`config.mk`:
```
export PLATFORM = sky130hd
export DESIGN_NAME = pll_spread_spectrum_settings_unit
export DESIGN_NICKNAME = d
export VERILOG_FILES = /design/src/rtl/core/pssu_pkg.sv /design/src/rtl/core/pll_spread_spectrum_settings_unit.sv
export VERILOG_INCLUDE_DIRS = /design/src /design/src/rtl/core
export SDC_FILE = /design/constraint.sdc
export NUM_CORES = 1
export LEC_CHECK = 0
export ABC_AREA = 1
export BUFFER_PORTS_ARGS = -buffer_cell sky130_fd_sc_hd__buf_2
export CAP_MARGIN = 20
export CORE_MARGIN = 10
export CORE_UTILIZATION = 25
export DETAILED_ROUTE_END_ITERATION = 10
export PLACE_DENSITY = 0.37
export REMOVE_ABC_BUFFERS = 1
export SYNTH_ARGS = -nofsm -noshare
export SYNTH_HDL_FRONTEND = slang
export SYNTH_SLANG_ARGS = --single-unit
```
`constraint.sdc`:
```
create_clock -name clk -period 10.15 [get_ports clk]
set_clock_uncertainty 0.2 [all_clocks]
set_input_delay 2.5375 -clock clk [delete_from_list [all_inputs] [get_ports clk]]
set_output_delay 2.5375 -clock clk [all_outputs]
set_load 0.02 [all_outputs]
```
`src/rtl/core/pll_spread_spectrum_settings_unit_assert.svh`:
```
// Assertion macros for the spread-spectrum settings unit.
// Each use names clk and arst_n of the module that it stands in.
`ifndef PLL_SPREAD_SPECTRUM_SETTINGS_UNIT_ASSERT_SVH
`define PLL_SPREAD_SPECTRUM_SETTINGS_UNIT_ASSERT_SVH

// Consequent must hold in the same cycle as the antecedent.
`define PSSU_ASSERT_SAME(label, ante, cons, msg) \
	label: assert property (@(posedge clk) disable iff (!arst_n) (ante) |-> (cons)) \
		else $error(msg);

// Consequent must hold in the cycle after the antecedent.
`define PSSU_ASSERT_NEXT(label, ante, cons, msg) \
	label: assert property (@(posedge clk) disable iff (!arst_n) (ante) |=> (cons)) \
		else $error(msg);

`endif

```
`src/rtl/core/pssu_pkg.sv`:
```
package pssu_pkg;

	typedef enum logic [2:0] {
		ST_IDLE,
		ST_DIV_FREF,
		ST_DIV_FM,
		ST_DIV_DIV,
		ST_NORM,
		ST_DIV_PCT,
		ST_DIV_STEP,
		ST_DONE
	} pssu_state_t;

	typedef enum logic [1:0] {
		CFG_REF_CLOCK = 2'd0,
		CFG_SPREAD    = 2'd1
	} pssu_cfg_idx_t;

	localparam logic [31:0] REF_CLOCK_RST  = 32'd24000000;
	localparam logic [3:0]  SPREAD_RST     = 4'd5;
	localparam logic [31:0] MIN_FREF       = 32'd70;
	localparam logic [31:0] PCT_SCALE      = 32'd100;
	localparam logic [31:0] MANT_MAX       = 32'd127;
	localparam logic [2:0]  EXP_MAX        = 3'd7;
	localparam logic [19:0] STEP_MAX       = 20'hFFFFF;
	localparam logic [3:0]  MODE_FIELD_SET = 4'b0001;
	localparam int          STEP_SHIFT     = 18;
	localparam int          DIV_BITS       = 32;

endpackage

```
`src/rtl/core/pll_spread_spectrum_settings_unit.sv`:
```
// Five 32-bit divisions share one radix-2 restoring divider under a small sequencer,
// with a normalization step of at most 7 shifts; when the divided reference is below
// 70 the sequence ends after the first division. A new item is accepted only once the
// previous result has been loaded into the output register.
// Reset: arst_n clears the sequencer and output valid, and loads the reference clock
// (24000000 Hz) and spread percentage (5) registers with their defaults.
`include "pll_spread_spectrum_settings_unit_assert.svh"

module pll_spread_spectrum_settings_unit (
	input  logic        clk,
	input  logic        arst_n,
	// configuration write channel
	input  logic        cfg_valid,
	output logic        cfg_ready,
	input  logic [1:0]  cfg_index,
	input  logic [31:0] cfg_data,
	// input stream
	input  logic        s_tvalid,
	output logic        s_tready,
	input  logic [55:0] s_tdata,   // [9:0] multiplier_m, [16:10] predivider_n,
	                               // [48:17] mode_word, [55:49] zero
	// result stream
	output logic        m_tvalid,
	input  logic        m_tready,
	output logic [63:0] m_tdata,   // [19:0] delta_step, [22:20] mod_exponent,
	                               // [29:23] mod_mantissa, [61:30] new_mode_word,
	                               // [63:62] zero
	output logic        m_tuser    // [0] ref_too_low
);

	// ------------------------------------------------------------------
	// Configuration registers; writes are always taken.
	// ------------------------------------------------------------------
	logic [31:0] ref_clock_q;
	logic [3:0]  spread_q;

	assign cfg_ready = 1'b1;

	always_ff @(posedge clk or negedge arst_n) begin
		if (!arst_n) begin
			ref_clock_q <= pssu_pkg::REF_CLOCK_RST;
			spread_q    <= pssu_pkg::SPREAD_RST;
		end else if (cfg_valid && cfg_ready) begin
			case (cfg_index)
				pssu_pkg::CFG_REF_CLOCK: ref_clock_q <= cfg_data;
				pssu_pkg::CFG_SPREAD:    spread_q    <= cfg_data[3:0];
				default: ;  // unmapped index: drop the write
			endcase
		end
	end

	// ------------------------------------------------------------------
	// Input fields
	// ------------------------------------------------------------------
	logic [9:0]  in_m;
	logic [6:0]  in_n;
	logic [31:0] in_mode;
	logic        s_accept;

	assign in_m     = s_tdata[9:0];
	assign in_n     = s_tdata[16:10];
	assign in_mode  = s_tdata[48:17];
	assign s_accept = s_tvalid && s_tready;

	// ------------------------------------------------------------------
	// Shared radix-2 restoring divider, one quotient bit per cycle. A load
	// overrides stepping, so the next division can start on the same edge
	// the previous one finishes.
	// A zero divisor yields all ones, which saturates downstream.
	// ------------------------------------------------------------------
	pssu_pkg::pssu_state_t state_q, state_nxt;

	logic [31:0] rem_q, quo_q, dvsr_q;
	logic [4:0]  cnt_q;
	logic        div_run, div_last, div_ld;
	logic [31:0] div_a, div_b;
	logic [32:0] rem_shift, rem_diff;
	logic        rem_ge;
	logic [31:0] rem_nxt, quo_nxt;

	assign div_run   = state_q inside {pssu_pkg::ST_DIV_FREF, pssu_pkg::ST_DIV_FM,
	                                   pssu_pkg::ST_DIV_DIV, pssu_pkg::ST_DIV_PCT,
	                                   pssu_pkg::ST_DIV_STEP};
	assign div_last  = div_run && (cnt_q == 5'(pssu_pkg::DIV_BITS - 1));
	assign rem_shift = {rem_q, quo_q[31]};
	assign rem_diff  = rem_shift - {1'b0, dvsr_q};
	assign rem_ge    = !rem_diff[32];
	assign rem_nxt   = rem_ge ? rem_diff[31:0] : rem_shift[31:0];
	assign quo_nxt   = {quo_q[30:0], rem_ge};

	always_ff @(posedge clk) begin
		if (div_ld) begin
			rem_q  <= '0;
			quo_q  <= div_a;
			dvsr_q <= div_b;
		end else if (div_run) begin
			rem_q <= rem_nxt;
			quo_q <= quo_nxt;
		end
	end

	always_ff @(posedge clk or negedge arst_n) begin
		if (!arst_n) begin
			cnt_q <= '0;
		end else if (div_ld) begin
			cnt_q <= '0;
		end else if (div_run) begin
			cnt_q <= cnt_q + 5'd1;
		end
	end

	// ------------------------------------------------------------------
	// Working registers
	// ------------------------------------------------------------------
	logic [13:0] prod_q;     // M * percent
	logic [31:0] mode_q;
	logic [31:0] fref_q;
	logic [31:0] norm_q;     // divider value being normalized
	logic [2:0]  expo_q;
	logic [19:0] step_q;
	logic        err_q;

	logic        fref_low;
	logic        norm_shift;
	logic [6:0]  mant_clamp;
	logic [13:0] dvsr_norm;
	logic [19:0] step_sat;
	logic        out_load;

	assign fref_low   = quo_nxt < pssu_pkg::MIN_FREF;
	assign norm_shift = (norm_q > pssu_pkg::MANT_MAX) && (expo_q < pssu_pkg::EXP_MAX);
	assign mant_clamp = (norm_q > pssu_pkg::MANT_MAX) ? pssu_pkg::MANT_MAX[6:0] : norm_q[6:0];
	assign dvsr_norm  = {7'd0, mant_clamp} << expo_q;
	assign step_sat   = (quo_nxt > {12'd0, pssu_pkg::STEP_MAX}) ? pssu_pkg::STEP_MAX
	                                                            : quo_nxt[19:0];

	// ------------------------------------------------------------------
	// Sequencer: next state
	// ------------------------------------------------------------------
	always_comb begin
		state_nxt = state_q;
		case (state_q)
			pssu_pkg::ST_IDLE: begin
				if (s_accept) state_nxt = pssu_pkg::ST_DIV_FREF;
			end
			pssu_pkg::ST_DIV_FREF: begin
				if (div_last) state_nxt = fref_low ? pssu_pkg::ST_DONE : pssu_pkg::ST_DIV_FM;
			end
			pssu_pkg::ST_DIV_FM: begin
				if (div_last) state_nxt = pssu_pkg::ST_DIV_DIV;
			end
			pssu_pkg::ST_DIV_DIV: begin
				if (div_last) state_nxt = pssu_pkg::ST_NORM;
			end
			pssu_pkg::ST_NORM: begin
				if (!norm_shift) state_nxt = pssu_pkg::ST_DIV_PCT;
			end
			pssu_pkg::ST_DIV_PCT: begin
				if (div_last) state_nxt = pssu_pkg::ST_DIV_STEP;
			end
			pssu_pkg::ST_DIV_STEP: begin
				if (div_last) state_nxt = pssu_pkg::ST_DONE;
			end
			pssu_pkg::ST_DONE: begin
				if (out_load) state_nxt = pssu_pkg::ST_IDLE;
			end
			default: state_nxt = pssu_pkg::ST_IDLE;
		endcase
	end

	always_ff @(posedge clk or negedge arst_n) begin
		if (!arst_n) begin
			state_q <= pssu_pkg::ST_IDLE;
		end else begin
			state_q <= state_nxt;
		end
	end

	// ------------------------------------------------------------------
	// Sequencer: outputs (divider operand select and handshakes)
	// ------------------------------------------------------------------
	always_comb begin
		div_ld   = 1'b0;
		div_a    = '0;
		div_b    = '0;
		s_tready = 1'b0;
		out_load = 1'b0;
		case (state_q)
			pssu_pkg::ST_IDLE: begin
				s_tready = 1'b1;
				// fref = ref_clock / (N + 1)
				div_ld   = s_accept;
				div_a    = ref_clock_q;
				div_b    = {24'd0, {1'b0, in_n} + 8'd1};
			end
			pssu_pkg::ST_DIV_FREF: begin
				// fm = fref / 70
				div_ld = div_last && !fref_low;
				div_a  = quo_nxt;
				div_b  = pssu_pkg::MIN_FREF;
			end
			pssu_pkg::ST_DIV_FM: begin
				// div = fref / (4 * fm)
				div_ld = div_last;
				div_a  = fref_q;
				div_b  = {quo_nxt[29:0], 2'b00};
			end
			pssu_pkg::ST_NORM: begin
				// step = ((M * percent) << 18) / 100
				div_ld = !norm_shift;
				div_a  = {prod_q, {pssu_pkg::STEP_SHIFT{1'b0}}};
				div_b  = pssu_pkg::PCT_SCALE;
			end
			pssu_pkg::ST_DIV_PCT: begin
				// step /= mantissa << exponent
				div_ld = div_last;
				div_a  = quo_nxt;
				div_b  = {18'd0, dvsr_norm};
			end
			pssu_pkg::ST_DONE: begin
				out_load = !m_tvalid || m_tready;
			end
			default: ;
		endcase
	end

	// ------------------------------------------------------------------
	// Datapath captures
	// ------------------------------------------------------------------
	always_ff @(posedge clk) begin
		case (state_q)
			pssu_pkg::ST_IDLE: begin
				if (s_accept) begin
					prod_q <= 14'(in_m * spread_q);
					mode_q <= in_mode;
					err_q  <= 1'b0;
				end
			end
			pssu_pkg::ST_DIV_FREF: begin
				if (div_last) begin
					fref_q <= quo_nxt;
					err_q  <= fref_low;
				end
			end
			pssu_pkg::ST_DIV_DIV: begin
				if (div_last) begin
					norm_q <= quo_nxt;
					expo_q <= '0;
				end
			end
			pssu_pkg::ST_NORM: begin
				// halve while above the mantissa range and the exponent is below 7
				if (norm_shift) begin
					norm_q <= {1'b0, norm_q[31:1]};
					expo_q <= expo_q + 3'd1;
				end
			end
			pssu_pkg::ST_DIV_STEP: begin
				if (div_last) step_q <= step_sat;
			end
			default: ;
		endcase
	end

	// ------------------------------------------------------------------
	// Output register; holds the result until the sink takes the beat.
	// ------------------------------------------------------------------
	logic [19:0] out_step_q;
	logic [2:0]  out_expo_q;
	logic [6:0]  out_mant_q;
	logic [31:0] out_mode_q;
	logic        out_err_q;
	logic        m_tvalid_q;

	always_ff @(posedge clk or negedge arst_n) begin
		if (!arst_n) begin
			m_tvalid_q <= 1'b0;
		end else if (out_load) begin
			m_tvalid_q <= 1'b1;
		end else if (m_tready) begin
			m_tvalid_q <= 1'b0;
		end
	end

	always_ff @(posedge clk) begin
		if (out_load) begin
			out_err_q <= err_q;
			if (err_q) begin
				// reference too low: zero every field
				out_step_q <= '0;
				out_expo_q <= '0;
				out_mant_q <= '0;
				out_mode_q <= '0;
			end else begin
				out_step_q <= step_q;
				out_expo_q <= expo_q;
				out_mant_q <= mant_clamp;
				out_mode_q <= {mode_q[31:16], pssu_pkg::MODE_FIELD_SET, mode_q[11:0]};
			end
		end
	end

	assign m_tvalid = m_tvalid_q;
	assign m_tdata  = {2'b00, out_mode_q, out_mant_q, out_expo_q, out_step_q};
	assign m_tuser  = out_err_q;

	// ------------------------------------------------------------------
	// Assertions
	// ------------------------------------------------------------------
	`PSSU_ASSERT_NEXT(a_accept_starts_div, s_accept,
		(state_q == pssu_pkg::ST_DIV_FREF) && (cnt_q == 5'd0),
		"accepted item did not start the reference division")
	`PSSU_ASSERT_NEXT(a_norm_exit_loads, (state_q == pssu_pkg::ST_NORM) && !norm_shift,
		(state_q == pssu_pkg::ST_DIV_PCT) && (cnt_q == 5'd0),
		"normalization exit did not load the percent division")
	`PSSU_ASSERT_SAME(a_err_zero_fields, m_tvalid && m_tuser, m_tdata == 64'd0,
		"error result carries nonzero fields")
	`PSSU_ASSERT_SAME(a_mode_field_set, m_tvalid && !m_tuser,
		m_tdata[45:42] == pssu_pkg::MODE_FIELD_SET,
		"mode word field not set in result")

endmodule
```
* After elaboration in Yosys (flattened, before gate mapping) *
Index checks and enable logic that the tools add are counted.

storage, ports and cells
  input bits = 95
  register bits after elaboration = 338
  output and inout bits = 68
  logic and storage cells = 108

cells by class
  equal/unequal tests = 18
  magnitude comparators = 4
  muxes and demuxes = 33
  add/subtract/negate cells = 4
  shift-type cells = 1
  multiply operators = 1
  reductions and logical operators = 26

operator list
  kind                  number
  $mux 32               5
  $pmux 32 s5           1
  $pmux 32 s4           1
  $pmux 32 s2           1
  $mux 3                11
  $sub 33x32->33        1
  $gt 32x20->1 const B  1
  $gt 32x7->1 const B   1
  $lt 32x7->1 const B   1
  $pmux 3 s8            1
  $ne 2x2->1 const B    9
  $mul 10x4->14         1
  $shl 7x3->14          1
  $mux 13               1
  $eq 3x3->1 const B    4
  $mux 5                2
  $reduce_and 2->1      5
  $add 7x1->8 const B   1
  $reduce_and 8->1      1
  $reduce_bool 2->1     4
  $mux 7                1
  $eq 3x2->1 const B    2
  $mux 1                6
  $pmux 3 s2            1
  16 further kinds      24

* Depth between registers and ports, before layout *
Gate-level depths: netlist of run 1.

  depth after elaboration = 7
  depth in mapped cells = 18
  gate-level depth less buffers = 17

* Worst setup path before layout of run 1 *
OpenSTA, ideal clock, no wires.

  path type = input -> register
  start = input m_tready
  end = register out_err_q, in the netlist m_tuser (enable)
  path buffers = 0
  data required time = 9.472 ns
  stages on the path = 2
  library setup time = 0.478 ns
  data arrival time = 5.092 ns
  setup slack = 4.380 ns
  path through = nor2_1 -> nor2_1

on the way
  word-level cells in the longest chain between the ends = 2

ends and longest elaborated chain
  element                 RTL line                                  source
  start: declaration      pll_spread_spectrum_settings_unit.sv:24   input logic m_tready,
  $logic_or 1x1->1        pll_spread_spectrum_settings_unit.sv:221  out_load = !m_tvalid || m_tready;
  $mux 1                  pll_spread_spectrum_settings_unit.sv:188  case (state_q)
  via out_load            pll_spread_spectrum_settings_unit.sv:128  logic out_load;
  end signal: assignment  pll_spread_spectrum_settings_unit.sv:287  out_err_q <= err_q;
  end: declaration        pll_spread_spectrum_settings_unit.sv:272  logic out_err_q;

The timed path passes the listed nets, and every way through them passes these cells.
A chain may end at the register's enable or synchronous reset.

* Worst setup path after layout of run 1 *
  start = input s_tdata[1]
  end = register prod_q[11], data pin

on the way
  word-level cells in the longest chain between the ends = 1

ends and longest elaborated chain
  element                 RTL line                                  source
  start: declaration      pll_spread_spectrum_settings_unit.sv:20   input logic [55:0] s_tdata,
  $mul 10x4->14           pll_spread_spectrum_settings_unit.sv:234  prod_q <= 14'(in_m * spread_q);
  end signal: assignment  pll_spread_spectrum_settings_unit.sv:234
  end: declaration        pll_spread_spectrum_settings_unit.sv:115  logic [13:0] prod_q;

Every way passes these cells.

==> results.md, run 1 <==
- Post-synthesis register bit count: approximately 330
- # IOs: ~160
- Hold Fails Final Rpt: 0
- Average size of a mapped cell: between 8 and 9 um2
- CTS Buf Count: 41
- HP Class: reg -> reg
- Critical path type: in -> reg
- Prevailing post-synth register cell: edfxtp_1
- DR vias: between 10k and 15k
- Clock Power Share: 23.0%
- Worst VDD drop: 0.187 mV
- CTS clk-pin slew, worst paths: roughly 60 ps
- Post-synth top cells: nand2_1 (602), inv_1 (378), edfxtp_1 (254)
- First-pass GRT wire length: 79500 um
- Fin Setup TNS: 0 ps
- Buf/Inv on CP: 5
- Routed Antenna Nets: 0
- PwrDens: 307 nW/um2
- Routability congestion estimate: 0.795
- Worst-path fanout max: 5
- Final Util: approximately 30%
- Ant diodes: 0
- Internal power: between 3 and 4 mW
- Endpoints failing setup: 0
- Fin. max-slew vios: 0
- First drt pass iteration count: 5
- Vias/cell: between 4 and 5
- Num rows: between 90 and 100
- Initial core utilization: 25.3%
- DR iter-0 viols: 904
- Ratio of cells with drive above 1 in the final layout: 13.1%
- FF-to-FF setup slack: between 6000 and 7000 ps
- Core ar.: around 70000 um2
- Leak: between 9 and 10 nW
- Number of enable flip-flop cells after synthesis: about 250
- Unrepaired setup endpoints after global routing: no
- FMAX: approximately 190 MHz
- Tcrit/Tclk final: about half
- Post-cts gate resize count: 0
- Switching Fraction: between 40 and 50%
- CP max stage delay: around 530 ps
- Synth top area cells: edfxtp_1 (43%), nand2_1 (13%), inv_1 (8.0%), dfrtp_1 (4.7%), nor2_1 (4.3%)
- Critical-path cell list: buf_2, nand2_1, inv_1, fa_1, inv_1, fa_1, inv_1, ha_1, a21oi_1, nand2_1, nand2_1, nand2_1, a21oi_1, o21ai_0, a21oi_1, inv_1, nand2_1, nand2_1
- Crit-path leading delay family: adder cells
- CP required: roughly 10000 ps
- WL/cell: 16.1 um
- Worst path depth: 18
- Status: finished, final reports clean
- Logic pwr share: 42.0%
- Drt drc: 0
- Clock root buffer master: clkbuf_16
- Syn. warnings: 0
- GRT overflow: 0
- Pin count of the biggest net entering global routing: between 80 and 90
- Slew headroom: 32.5%
- Hold Buf Count CTS: 0
- Crit path DAT: approximately 5400 ps
- CTS tree: built
- Most common cell in the synthesized netlist: nand2_1
- Sw Pwr: between 2 and 3 mW
- Final min period: around 5300 ps
- Number of global-route vias before repair: 13.7k
- Skew-Pair Late Insertion Delay: ~580 ps
- Filler cells: 7646
- Area share of the largest cell type after synthesis: 43.1%
- Chip Height: ~290 um
- DIE WIDTH: roughly 290 um
- Seq/Total Area, Yosys: between 50% and 60%
- Register-to-Register Path Depth: 7
- DIE AREA: about 82000 um2
- Setup crit start kind: input pin
- Initial antenna violation count: 3
- CP endpoint: prod_q[11]
- Total of max-cap violations: 0
- Post-synthesis async set-or-reset flop share: between 10% and 20%
- Most used cell, CP: nand2_1
- Post-Synthesis Cells: approximately 2.0k
- Part of the power in registers: a little over a third
- Cell taking the most area after synthesis: edfxtp_1
- Terminus of the critical flop-to-flop path: norm_q[4]
- Area grow syn2layout: 17.3%
- Final Power: approximately 6.4 mW
- R2r startpoint: state_q[0]
- Post-CTS Setup Bufs: 0
- Worst-margin pin slew: 1010 ps
- Worst setup EP type: flop
- Yosys cell types: between 50 and 60
- Clock buffer depth: 3
- Mapped Area: between 15000 and 20000 um2
- Total GRT Usage: 12.3%
- Critical path origin: s_tdata[1]
- H-tree depth: 2
- Slowest stage cell, crit path: fa_1
- Nets@finish: ~2.4k
- HPWL Detailed: around 37000 um
- Sink Count: 331
- Detailed-route wire length: between 50000 and 60000 um
- # port buffers: 145
[sequential cells by signal (all words and copies together), names as in the netlist]
signal       flops
dvsr_q          32
fref_q          32
norm_q          32
quo_q           32
ref_clock_q     32
rem_q           32
out_mode_q      29
mode_q          28
out_step_q      20
step_q          20
prod_q          14
out_mant_q       7
cnt_q            5
spread_q         4
expo_q           3
out_expo_q       3
state_q          3
err_q            1
m_tuser          1
m_tvalid         1
[worst min path at each step]
stage | startpoint | to | slack (ps) | cells after the start
final | quo_q[12] | fref_q[13] | 250 | 0
after global routing | quo_q[12] | fref_q[13] | 270 | 0
after CTS | quo_q[12] | fref_q[13] | 260 | 0
after detailed placement | quo_q[11] | fref_q[12] | 240 | 0
after global placement | quo_q[12] | fref_q[13] | 240 | 0
after floorplan | quo_q[11] | fref_q[12] | 230 | 0
[layer usage]
| layer | share of wire (%) | wire, um | GRT usage, % |
|---|---|---|---|
| met5 | 0.055 | 28 | 0 |
| met4 | 1.7 | 887 | 2.92 |
| met2 | 48 | 24400 | 20.8 |
| met3 | 3.6 | 1850 | 2.22 |
| met1 | 47 | 23800 | 16.1 |
[cell usage in the layout, fill, tap and decap left out, types with 13 or more instances in the layout]
cell / n
inv_1: 377
nand2_1: 601
clkbuf_16: 41
xor2_1: 16
nand3_1: 93
a31oi_1: 14
o21ai_0: 78
a22o_1: 18
edfxtp_1: 254
fa_1: 17
nor2_1: 201
buf_2: 145
dfrtp_1: 33
a221oi_1: 13
a21oi_1: 38
dfxtp_1: 32
ha_1: 54
mux2_2: 28
[power by group through the flow]
stage               sequential (mW)  clock (mW)  combinational (mW)
finish                         2.23        1.46                2.68
global route                   2.28        1.57                3.10
CTS                            2.23        1.52                2.74
detailed placement             2.26           0                2.73
global placement               2.25           0                2.72
floorplan                      2.25           0                1.81
[worst reg2reg max path, stage by stage, from the launching register on]
cell	delay, ps
dfrtp_1	450
nor2_2	210
nand2_1	570
inv_1	230
buf_4	530
nand3_1	340
a21oi_4	570
buf_4	410
[final cells by class]
| cell class | count | area [um2] | share of cell area (%) |
|---|---|---|---|
| clock inverter | 18 | 198 | 0.951 |
| inverter | 389 | 1460 | 7.03 |
| timing repair buffer | 157 | 828 | 3.99 |
| sequential | 331 | 9410 | 45.3 |
| clock buffer | 58 | 1140 | 5.48 |
| multi-input combinational | 1266 | 6570 | 31.6 |
| tap | 940 | 1180 | 5.66 |
[metrics by stage]
| stage | std cells | setup slack, ps | cell area (um2) | hold WS, ps |
|---|---|---|---|---|
| floorplan | 1986 | 4380 | 17400 | 226 |
| global placement | 3082 | 4220 | 19400 | 237 |
| detailed placement | 3082 | 4210 | 19400 | 240 |
| CTS | 3158 | 4850 | 20800 | 255 |
| global route | 3159 | 4570 | 20800 | 269 |
| finish | 3159 | 4880 | 20800 | 250 |
[cells by family after synthesis]
| group | Yosys count | synth area share, % |
|---|---|---|
| flops | 331 | 53.1 |
| xor+xnor | 28 | 1.38 |
| fa+ha+maj | 71 | 5.74 |
| other cells | 2 | 0.0424 |
| compound gates | 176 | 5.95 |
| buf+inv | 449 | 10.0 |
| simple gates | 957 | 22.0 |
| mux | 28 | 1.78 |
Note: power is estimated with default switching activity, not from simulation.
==> run 2, diff against run 1 <==
--- a/config.mk
+++ b/config.mk
@@ -6,7 +6,7 @@
 export SDC_FILE = /design/constraint.sdc
 export NUM_CORES = 1
 export LEC_CHECK = 0
-export ABC_AREA = 1
+export ABC_AREA = 0
 export BUFFER_PORTS_ARGS = -buffer_cell sky130_fd_sc_hd__buf_2
 export CAP_MARGIN = 20
 export CORE_MARGIN = 10
==> constraint.sdc (replaced) <==
create_clock -name clk -period 5.5 [get_ports clk]
set_clock_uncertainty 0.2 [all_clocks]
set_input_delay 1.375 -clock clk [delete_from_list [all_inputs] [get_ports clk]]
set_output_delay 1.375 -clock clk [all_outputs]
set_load 0.02 [all_outputs]
==> run 2 against run 1 <==
- power decreased by 7.4%
- final cell count shrank 22%
- sequential cell count unchanged
- via count down 17%
- combinational power fell by 83%
- sequential power grew 26%
- design area shrank 6.0%
- routed wire length fell by 9.6%
- global-route usage down 0.49 points
- sequential share of layout area rose by 2.9 points
- clock power rose by 82%
- area after synthesis fell by 6.8%
- largest cell class unchanged
- largest power group is now sequential cells
==> results.md, run 2 <==
- Post-synth top cells: edfxtp_1 (254), nand2_1 (127), nor2_1 (91)
- Drt drc: 0 (unchanged)
- Area grow syn2layout: 18.3%
- Final Util: 29.8% (+0.14 points)
- DP Area: 18200 um2 (-6.1%)
- HPWL Detailed: 31600 um (-14%)
- Average size of a mapped cell: 11.6 um2 (+33%)
- Commonest non-fill, non-tap cells in the layout: edfxtp_1 (254), buf_2 (145), nand2_1 (127)
- Skew-Pair Late Insertion Delay: 580 ps (about the same)
- Critical path type: in -> reg
- Post-Place Setup Slack: 414 ps (-3800 ps)
- Routed Antenna Nets: 0 (unchanged)
- CP max stage delay: 540 ps (about the same)
- CP required: 5640 ps (-4640 ps)
- DR iter-0 viols: 610 (-33%)
- Clock buffer depth: 3 (unchanged)
- Final worst slack: 1050 ps (-3820 ps)
- DIE AREA: 76700 um2 (-6.3%)
- Post-cts gate resize count: 0 (unchanged)
- CTS clk-pin slew, worst paths: 60 ps (about the same)
- WL/cell: 18.7 um (+16%)
- Hold_ws: 291 ps (+41.2 ps)
- Crit path DAT: 4580 ps (-820 ps)
- Detailed-route wire length: 46000 um (-9.6%)
- Setup crit start kind: input pin
- Worst-margin pin slew: 897 ps (-115 ps)
- Ant diodes: 0 (unchanged)
- Sink Count: 331 (unchanged)
- Number of global-route vias before repair: 11.6k (-15%)
- DIE WIDTH: 277 um (-3.2%)
- # port buffers: 145 (unchanged)
- CTS Buf Count: 41 (unchanged)
- Post-synthesis async set-or-reset flop share: 13.6% (unchanged)
- Endpoints failing setup: 0 (unchanged)
- # IOs: 163 (unchanged)
- Final min period: approximately 4400 ps
- Final Power: 5.90 mW (-7.4%)
- First-pass GRT wire length: 72200 um (-9.3%)
- Total of max-cap violations: 0 (unchanged)
- Yosys cell types: 77 (+48%)
- Fin. max-slew vios: 0 (unchanged)
- Fin Setup TNS: 0 ps (unchanged)
- Vias/cell: 4.51 (+6.8%)
- Post-synthesis register bit count: 331 (unchanged)
- Synth top area cells: edfxtp_1 (46%), dfrtp_1 (5.0%), mux2_2 (4.6%), ha_1 (4.1%), dfxtp_1 (3.9%)
- Nets@finish: 1732 (-26%)
- Slowest stage cell, crit path: fa_1
- Post-Synthesis Cells: 1429 (-30%)
- FMAX: roughly 220 MHz
- Worst setup EP type: flop
- Initial core utilization: 25.2% (-0.083 points)
- Clock root buffer master: clkbuf_16
- Crit-path leading delay family: adder cells
- Core ar.: 65600 um2 (-6.4%)
- Number of enable flip-flop cells after synthesis: 254 (unchanged)
- Most common cell in the synthesized netlist: edfxtp_1
- Seq/Total Area, Yosys: 57.0% (+3.8 points)
- Area share of the largest cell type after synthesis: 46.2% (+3.1 points)
- Prevailing post-synth register cell: edfxtp_1
- HP Class: reg -> reg
- Post-route cell area: 19500 um2 (-6.0%)
- H-tree depth: 2 (unchanged)
- Num rows: 94 (-3.1%)
- GRT overflow: 0 (unchanged)
- Buf/Inv on CP: 2 (-3)
- Syn. warnings: 0 (unchanged)
- Total GRT Usage: 11.8% (-0.49 points)
- Hold Buf Count CTS: 0 (unchanged)
- Cell taking the most area after synthesis: edfxtp_1
- Leak: 7.94 nW (-17%)
- Routability congestion estimate: 0.776 (-2.4%)
- Ratio of cells with drive above 1 in the final layout: 22.2% (+9.1 points)
- Commonest non-fill, non-tap cell in the layout: edfxtp_1
- Critical-path cell list: buf_2, nand2_1, fa_1, fa_1, inv_1, ha_1, a21o_1, a21oi_1, o21bai_1, a21oi_1, nor2b_1, o2111ai_1, nand3_1, o41a_1, xor2_1
- CTS tree: built
- DR vias: 11.1k (-17%)
- Initial antenna violation count: 1 (-2)
- Tcrit/Tclk final: around four fifths
- Status: finished, final reports clean
- First drt pass iteration count: 5 (unchanged)
- Slew headroom: 40.2% (+7.7 points)
- Mapped Area: 16500 um2 (-6.8%)
- PwrDens: 302 nW/um2 (-1.5%)
- Pin count of the biggest net entering global routing: 62 (-25%)
- Worst-path fanout max: 4 (-1)
- Hold Fails Final Rpt: 0 (unchanged)
- Chip Height: 277 um (-3.2%)
- Unrepaired setup endpoints after global routing: no
- Placed Cells: 2387 (-23%)
- Post-CTS Setup Bufs: 0 (unchanged)
- Worst VDD drop: 0.198 mV (+6.1%)
- Post-Layout Cell Count: 2461 (-22%)
run 2: worst min-delay path, cell delays in order (launching register included):
cell	delay, ps
dfxtp_1	320
nand2_1	60
a31oi_1	60
run 2: routing by layer:
metal / track usage [%] / wire, um / vias up
met5: 0 / 20 / -
met4: 3.55 / 916 / 2
met3: 1.82 / 1480 / 53
met2: 19.1 / 21600 / 179
met1: 16.0 / 22000 / 5451
li1: - / - / 5403
run 2: worst paths after layout:
check	startpoint	to	slack (ps)	depth (start not counted)
worst min-delay path	rem_q[26]	rem_q[27]	290	2
min in group asynchronous	arst_n	ref_clock_q[16]	740	2
worst max register to register	spread_q[2]	prod_q[13]	1320	14
worst max-delay path	s_tdata[0]	prod_q[13]	1050	15
worst min register to register	rem_q[26]	rem_q[27]	290	2
max in group asynchronous	arst_n	state_q[1]	3830	2
run 2: cells by family (layout without fill, tap and decap cells):
family | Yosys count | count (layout) | synth area share [%]
compound gates | 293 | 293 | 11.2
buf+inv | 156 | 320 | 3.81
simple gates | 445 | 445 | 13.6
xor+xnor | 44 | 44 | 2.33
fa+ha+maj | 71 | 71 | 6.15
flops | 331 | 331 | 57.0
mux | 87 | 87 | 5.87
other cells | 2 | 6 | 0.0455
run 2: layout make-up:
class | instances | area [um2]
flip-flops and latches | 331 | 9410
inverters | 76 | 285
fillers | 6869 | 46100
multi-input cells | 946 | 6550
clock inverters | 12 | 166
repair buffers | 170 | 913
clock buffers | 62 | 1130
well taps | 864 | 1080
run 2: where the power goes:
part           leakage [nW]  internal [mW]  switching, mW
clock network         0.624           1.53           1.12
logic                  4.09          0.221          0.224
registers              3.22           2.75         0.0469
total                  7.94           4.51           1.39
